**src/hw/rtl/wcc_ram.sv**
```systemverilog
// Generic single-port synchronous RAM with registered read.
module wcc_ram #(
    parameter int WIDTH = 8,
    parameter int DEPTH = 16
) (
    input  logic                     i_clk,
    input  logic                     i_we,
    input  logic [$clog2(DEPTH)-1:0] i_addr,
    input  logic [WIDTH-1:0]         i_wdata,
    output logic [WIDTH-1:0]         o_rdata
);
    logic [WIDTH-1:0] r_mem [DEPTH];

    always_ff @(posedge i_clk) begin
        if (i_we) begin
            r_mem[i_addr] <= i_wdata;
        end
        o_rdata <= r_mem[i_addr];
    end
endmodule

```
**config.mk**
```make
export PLATFORM = sky130hd
export DESIGN_NAME = wcc_ram
export DESIGN_NICKNAME = d
export VERILOG_FILES = /design/src/hw/rtl/wcc_ram.sv
export SDC_FILE = /design/constraint.sdc
export NUM_CORES = 1
export LEC_CHECK = 0
export BUFFER_PORTS_ARGS = -buffer_cell sky130_fd_sc_hd__buf_2
export CAP_MARGIN = 10
export CORE_ASPECT_RATIO = 0.7
export CORE_MARGIN = 5
export CORE_UTILIZATION = 45
export CTS_CLUSTER_DIAMETER = 60
export DETAILED_ROUTE_END_ITERATION = 6
export MAX_ROUTING_LAYER = met4
export PLACE_DENSITY_LB_ADDON = 0.1
export SYNTH_ARGS = -nofsm -noshare
export SYNTH_HDL_FRONTEND = slang
export SYNTH_SLANG_ARGS = --single-unit
```
**constraint.sdc**
```tcl
create_clock -name i_clk -period 1.73 [get_ports i_clk]
set_input_delay 0.0865 -clock i_clk [delete_from_list [all_inputs] [get_ports i_clk]]
set_output_delay 0.0865 -clock i_clk [all_outputs]
set_load 0.01 [all_outputs]
```
==> impl_metrics.toml <==
[status]
status = "finished clean"

[setup_path]
crit_path_start_kind = "flop"
crit_type = "flop to flop"
r2r_start = "r_mem[0][4]"
critPathMaxStageDelay_ns = 0.46
crit_chain = "mux4_2 > a22oi_1 > nand2_1"
critPathMaxFanout = 1
cp_slowest_cell = "mux4_2"
critPathRequiredTime_ns = 2.01
ff2ff_setup_slack_ns = 0.36
r2r_cells = 3
r2r_end = "o_rdata[4]"
worstSetupEndpointType = "flop"
arrival_ns = 1.65

[clock_network]
cts-resized-gates = 0
path_clk_slew_ns = 0.06
cts_setup_buffers = 0
ctsLongestPathBuffers = 2
root_buffer = "clkbuf_16"
htreeDepth = 4
cts-hold-fix-buffers = 0
clock_sinks = 136
clock_latency_ns = 0.41
cts_tree = "yes"
cts_buffers = 17

[global_routing]
grt_pass1_wl_um = 16000
antenna_found_initial = 0
grt_use_total_pct = 17.5
grt_overflow = 0
grt_max_degree = 29
grt_pass1_vias = 2546

[timing]
worst_pin_slew_ns = 0.784
slew_headroom_pct = 47.6
rsz0062_at_grt = "no"
timing.final.crit_share_pct = 79.0
slew_viol_final = 0
clock_skew_ns = 0.0167
fin_tns_setup_ns = 0
fmax_mhz = 731
hold_viol = 0
fin_ws_ns = 0.363
hold_ws_ns = 0.0686
min_period_ns = 1.37
setup-violations-final = 0

[yosys]
synth_top_area_share_pct = 75.9
ys_types = 18
ys_ff_latch = 136
syn_inst = 230
synth_nets = 244
synth_area_leaders = "edfxtp_1 (76%), mux4_2 (14%), dfxtp_1 (3.2%)"
netlist_area_mm2 = 0.00507
seq_area_frac_synth_pct = 79.0
yosys_warnings = 0
avgSynthCellArea_um2 = 22.0
yosys.area.top_type = "edfxtp_1"

[finish]
drive_above_1_share_pct = 35.2
nets = 302
final_common_cell = "edfxtp_1"
fillCellCount = 855
n_antenna_cell = 0
layout_common_cells = "edfxtp_1 (128), mux4_2 (32), buf_4 (26)"
area_delta_synth_final_pct = 21.0
fin_area_mm2 = 0.00613

[detailed_routing]
ant_nets = 0
wl_met3_um = 450
drt_pass1_iterations = 4
wl_per_cell_um = 22.7
vias_per_cell = 5.37
first_iter_violations = 261
top_layer = "met4"
via_count = 2438
drt-met1-wl_um = 5010
drc = 0
routed-wl-met2_um = 4710
wl_um = 10300

[worst_hold_path]
hold_start = "i_wdata[1]"
hp-class = "input pin to flop"
whs_endpoint = "r_mem[14][1]"
whs_path_depth = 1

[placed_design]
dpl_cell_area_mm2 = 0.00556
io_buffers = 21
dp_slack_ns = 0.163
place_congestion = 0.729
dp_hpwl_um = 6670

[floorplanning]
io_pins = 22
die_area_mm2 = 0.0135
rows = 32
core_mm2 = 0.0110
start_util_pct = 46.0
dieWidth_um = 137
die_h_um = 98.8

[pwr]
vdd_ir_drop_max_mv = 0.732
p_per_area_mw_per_mm2 = 1230
p_leak_nw = 2.06

[job]
max-cap-violations = 0
[per-layer routing]
layer  GRT usage (%)  up-vias
met5               -        -
met4            6.52        0
met3            4.03       12
met2            23.5       56
met1            26.1     1292
li1                -     1078
[flip-flops by register name (all words and copies together), names as in the netlist]
register and cells:
r_mem 128, o_rdata 8
[where the power goes]
group	internal, W	switching [W]
clock	0.00227	0.00119
sequential	0.00369	0.0000211
combinational	0.000161	0.000210
[synth_stat cells (all sizes together)]
cell	n
nor2b	2
mux4	32
and2	1
edfxtp	128
nor2	13
nor3	4
nand2b	2
or3b	1
a22oi	16
nand2	9
clkbuf	3
nand3	1
dfxtp	8
buf	8
nand3b	2
[how the worst max path moves through the flow]
stage / startpoint / cells after the start / endpoint / slack [ns]
finish: r_mem[0][4] / 3 / o_rdata[4] / 0.36
global route: r_mem[0][4] / 3 / o_rdata[4] / 0.30
CTS: r_mem[0][4] / 3 / o_rdata[4] / 0.37
detailed placement: i_addr[0] / 5 / o_rdata[4] / 0.16
global placement: i_addr[0] / 5 / o_rdata[4] / 0.12
floorplan: i_addr[2] / 2 / r_mem[0][0] / 0.15
[worst max-delay path: cells and delay by family, from the launching register on]
kind	cells	cell delay (ns)
AO/OA/AOI/OAI	1	0.31
AND/OR/NAND/NOR	1	0.09
flip-flops	1	0.37
multiplexers	1	0.46
[cell families after synthesis]
group,count (synthesis),share of synthesized area [%]
AND/OR/NAND/NOR,35,3.21
AO/OA/AOI/OAI,16,2.37
flip-flops,136,79.0
multiplexers,32,14.2
buffers and inverters,11,1.19
[per-stage QoR]
| stage | instances | utilization, % | power (W) |
|---|---|---|---|
| final | 454 | 55.7 | 0.00754 |
| after detailed placement | 422 | 50.5 | 0.00415 |
| after floorplan | 230 | - | 0.00397 |
| after global placement | 422 | 50.5 | 0.00415 |
| after CTS | 454 | 55.7 | 0.00761 |
| after global routing | 454 | 55.7 | 0.00780 |
[final cells by class]
cell class | count | area [um2] | share of cell area (%)
flip-flops and latches | 136 | 4000 | 65.3
multi-input cells | 83 | 1000 | 16.4
clock buffers | 29 | 510 | 8.32
repair buffers | 50 | 360 | 5.88
well taps | 153 | 191 | 3.12
clock inverters | 3 | 63.8 | 1.04
(Power assumes the default switching activity.)
