==> src/hw/rtl/wcc_div.sv <==
// Restoring divider producing a 16-bit Q.16 fraction, one bit per cycle.
module wcc_div #(
    parameter int DW = 32
) (
    input  logic          i_clk,
    input  logic          i_rst_n,
    input  logic          i_start,
    input  logic [DW-1:0] i_num,
    input  logic [DW-1:0] i_den,
    output logic          o_done,
    output logic [15:0]   o_quot
);
    logic [DW:0]   r_rem, n_rem;
    logic [DW-1:0] r_den;
    logic [15:0]   r_quot;
    logic [4:0]    r_cnt;
    logic          r_busy;
    logic [DW:0]   w_sh;

    assign w_sh   = {r_rem[DW-1:0], 1'b0};
    assign n_rem  = (w_sh >= {1'b0, r_den}) ? w_sh - {1'b0, r_den} : w_sh;
    assign o_quot = r_quot;

    always_ff @(posedge i_clk) begin
        if (!i_rst_n) begin
            r_busy <= 1'b0;
            r_cnt  <= '0;
            o_done <= 1'b0;
        end else begin
            o_done <= 1'b0;
            if (i_start) begin
                r_busy <= 1'b1;
                r_cnt  <= '0;
                r_rem  <= {1'b0, i_num};
                r_den  <= i_den;
                r_quot <= '0;
            end else if (r_busy) begin
                r_rem  <= n_rem;
                r_quot <= {r_quot[14:0], (w_sh >= {1'b0, r_den})};
                r_cnt  <= r_cnt + 5'd1;
                if (r_cnt == 5'd15) begin
                    r_busy <= 1'b0;
                    o_done <= 1'b1;
                end
            end
        end
    end
endmodule

==> config.mk <==
export PLATFORM = sky130hd
export DESIGN_NAME = wcc_div
export DESIGN_NICKNAME = d
export VERILOG_FILES = /design/src/hw/rtl/wcc_div.sv
export SDC_FILE = /design/constraint.sdc
export NUM_CORES = 1
export LEC_CHECK = 0
export ABC_AREA = 0
export BUFFER_PORTS_ARGS = -buffer_cell sky130_fd_sc_hd__buf_2
export CORE_UTILIZATION = 62
export CTS_CLUSTER_SIZE = 16
export DETAILED_ROUTE_END_ITERATION = 8
export GPL_TIMING_DRIVEN = 1
export PLACE_DENSITY = 0.89
export SKIP_CTS_REPAIR_TIMING = 1
export SYNTH_ARGS = -nofsm -noshare
export SYNTH_HDL_FRONTEND = slang
export SYNTH_SLANG_ARGS = --single-unit
==> constraint.sdc <==
create_clock -name i_clk -period 5.4 [get_ports i_clk]
set_input_delay 1.08 -clock i_clk [delete_from_list [all_inputs] [get_ports i_clk]]
set_output_delay 1.08 -clock i_clk [all_outputs]
set_load 0.02 [all_outputs]
==> metrics.txt <==
first-pass GRT wire length=18940 µm; DRC viols=0; Crit path required time=5.52 ns; cell leakage power=2.558 nW; DR pass1 iterations=5; Seq cells post-synth=87; core footprint=8258 µm²; vias per cell=6.047; fmax=252.9 MHz; power density over the cells=299.2 nW/µm²; Critical path buffers and inverters=0; remaining antenna violation count=0; crit start category=flip-flop; Reg clk slew, reported paths=0.09 ns; fraction of layout cells with a size suffix above 1=18.42%; port buffer count=83; Clock Sinks=87; largest net degree at the start of global routing=50; CTS tree=done; clk_skew=0.01240 ns; # diodes=0; 1st-iter DRT viols=376; post-synthesis instance total=538; Final Setup Violations=0; Syn-to-layout area delta=12.87%; Sw Share=32.35%; CTS Root Cell=clkbuf_8; # Max-Cap Violations=0; Avg Cell Area, Syn=9.849 µm²; Clock Latency Late Sink=0.37 ns; crit-path cells=ha_1 -> o211ai_1 -> a21o_1 -> a2111o_1 -> a2111o_1 -> a21oi_1 -> or3_1 -> nand3_1 -> and4_1; CP top delay family=compound AO/OA/AOI/OAI gates; fin. max-slew vios=0; crit-path most repeated cell=a2111o_1; row count=33; Flop pwr share=46.2%; crit-path max cell delay=0.91 ns; die area=8920 µm²; final worst path period share=73.21%; Fillers=633; smallest hold slack=0.5016 ns; worst setup path category=reg -> reg; outcome=completed; vias in the first global route=4066; clock network fraction of total power=24.9%; VDD IR max=163.6 µV; GR Overflow Total=0; synth unique cells=54; P_sw=0.5788 mW; dpl hpwl=8403 µm; Initial Util=64.17%; initial antenna violation count=0; worst path arrival time=4.08 ns; combinational fraction of design power=29.0%; sequential area share after synthesis=47.98%; slowest CP cell=or3_1; hold crit path type=reg -> reg; EDFF count, synth=80; CTS H-tree lvls=3; routed wire length=11840 µm; Synth Cell Area=5299 µm²; die span in y=94.45 µm; clock tree buffer depth=2; CTS buffer count=9; Post-synth top flop=edfxtp_1; number of nets in the layout=716; slew margin rel.=17.80%; Ys Warns=0; GRT Util Overall=27.80%; setup TNS=0 ns; WL/cell=16.35 µm; die outline width=94.45 µm; endpoints failing hold=0; gpl congestion=0.9031; Int Pwr=1.210 mW; async set-or-reset flop fraction in the synthesized netlist=0%; Crit. End Element=flip-flop; RSZ-0062 raised after global routing=no; final worst path period need=3.954 ns; Mapped Nets=640; I/O Pins=84; Worst Max-Slew Pin Slew=1.233 ns; Via Count=4378; Worst Path Max Fanout=30
==> path summary, 6_finish.rpt <==
kind | slack (ns) | cells after the start | to | from
worst min-delay path | 0.50 | 2 | r_cnt[4] | r_cnt[4]
worst max register to register | 1.45 | 9 | r_rem[31] | r_rem[1]
worst max-delay path | 1.45 | 9 | r_rem[31] | r_rem[1]
worst min register to register | 0.50 | 2 | r_cnt[4] | r_cnt[4]
==> cells in the mapped netlist (all sizes together) (12+ instances only) <==
library cell,n,area share (%)
nand3,12,1.1
inv,37,2.6
ha,34,8.0
a31oi,25,3.0
xnor2,14,2.3
a21oi,39,3.7
a21o,21,3.0
edfxtp,80,45
nor2,44,3.1
clkbuf,16,1.1
nor2b,17,2.0
o21ai,17,1.6
nand2,69,4.9
==> metal layers <==
metal | wire, µm | GRT usage, % | part of all wire (%) | up-vias
met5 | 0 | 0 | 0 | -
li1 | - | - | - | 2113
met2 | 5658 | 45.83 | 48 | 187
met4 | 246 | 9.872 | 2.1 | 0
met3 | 731 | 5.717 | 6.2 | 25
met1 | 5202 | 36.28 | 44 | 2053
==> flip-flops by register name (all words and copies together) (netlist names) <==
name	cells
r_cnt	5
r_rem	32
r_busy	1
o_quot	16
o_done	1
r_den	32
==> cell usage in the layout, fill, tap and decap left out, drive strengths merged, types with 12 or more instances in the layout <==
cell	n
buf	86
edfxtp	80
nand2	69
nor2	44
inv	40
a21oi	39
ha	34
a31oi	25
a21o	21
o21ai	17
nor2b	17
xnor2	14
nand3	12
==> kinds of logic after synthesis <==
family | after synthesis | synth area share [%]
buf+inv | 59 | 4.274
compound gates | 144 | 18.11
flops | 87 | 47.98
mux | 5 | 0.9681
xor+xnor | 24 | 3.967
fa+ha+maj | 35 | 8.406
simple gates | 184 | 16.29
==> per-stage QoR <==
step / util [%] / std cells / instance area [µm²] / worst slack, ns / power [mW]
floorplan: - / 538 / 5299 / 2.263 / 1.216
global placement: 70.12 / 708 / 5791 / 1.765 / 1.324
detailed placement: 70.12 / 708 / 5791 / 1.552 / 1.345
CTS: 72.42 / 724 / 5981 / 1.519 / 1.787
global route: 72.42 / 724 / 5981 / 1.262 / 1.876
finish: 72.42 / 724 / 5981 / 1.446 / 1.789
==> worst register-to-register path: stages (launching register included) <==
cell and delay (ns):
edfxtp_1 0.43, ha_1 0.40, o211ai_1 0.11, a21o_1 0.21, a2111o_1 0.43, a2111o_1 0.53
a21oi_1 0.25, or3_1 0.91, nand3_1 0.19, and4_1 0.27
==> power by group through the flow <==
stage	Clock (mW)	Sequential, mW	Combinational [mW]
3_3_place_gp	0	0.837	0.487
4_1_cts	0.450	0.825	0.512
5_1_grt	0.474	0.831	0.572
3_5_place_dp	0	0.840	0.505
6_report	0.445	0.826	0.518
2_1_floorplan	0	0.842	0.375
==> area by class of cell <==
class | count | area, µm² | area share (%)
sequential | 87 | 2542 | 42.51
tap | 105 | 131.4 | 2.197
clock buffer | 11 | 152.6 | 2.552
clock inverter | 5 | 37.54 | 0.6276
multi-input combinational | 392 | 2536 | 42.41
inverter | 38 | 142.6 | 2.385
timing repair buffer | 86 | 437.9 | 7.322
No activity file was read; power rests on OpenSTA's default activity.
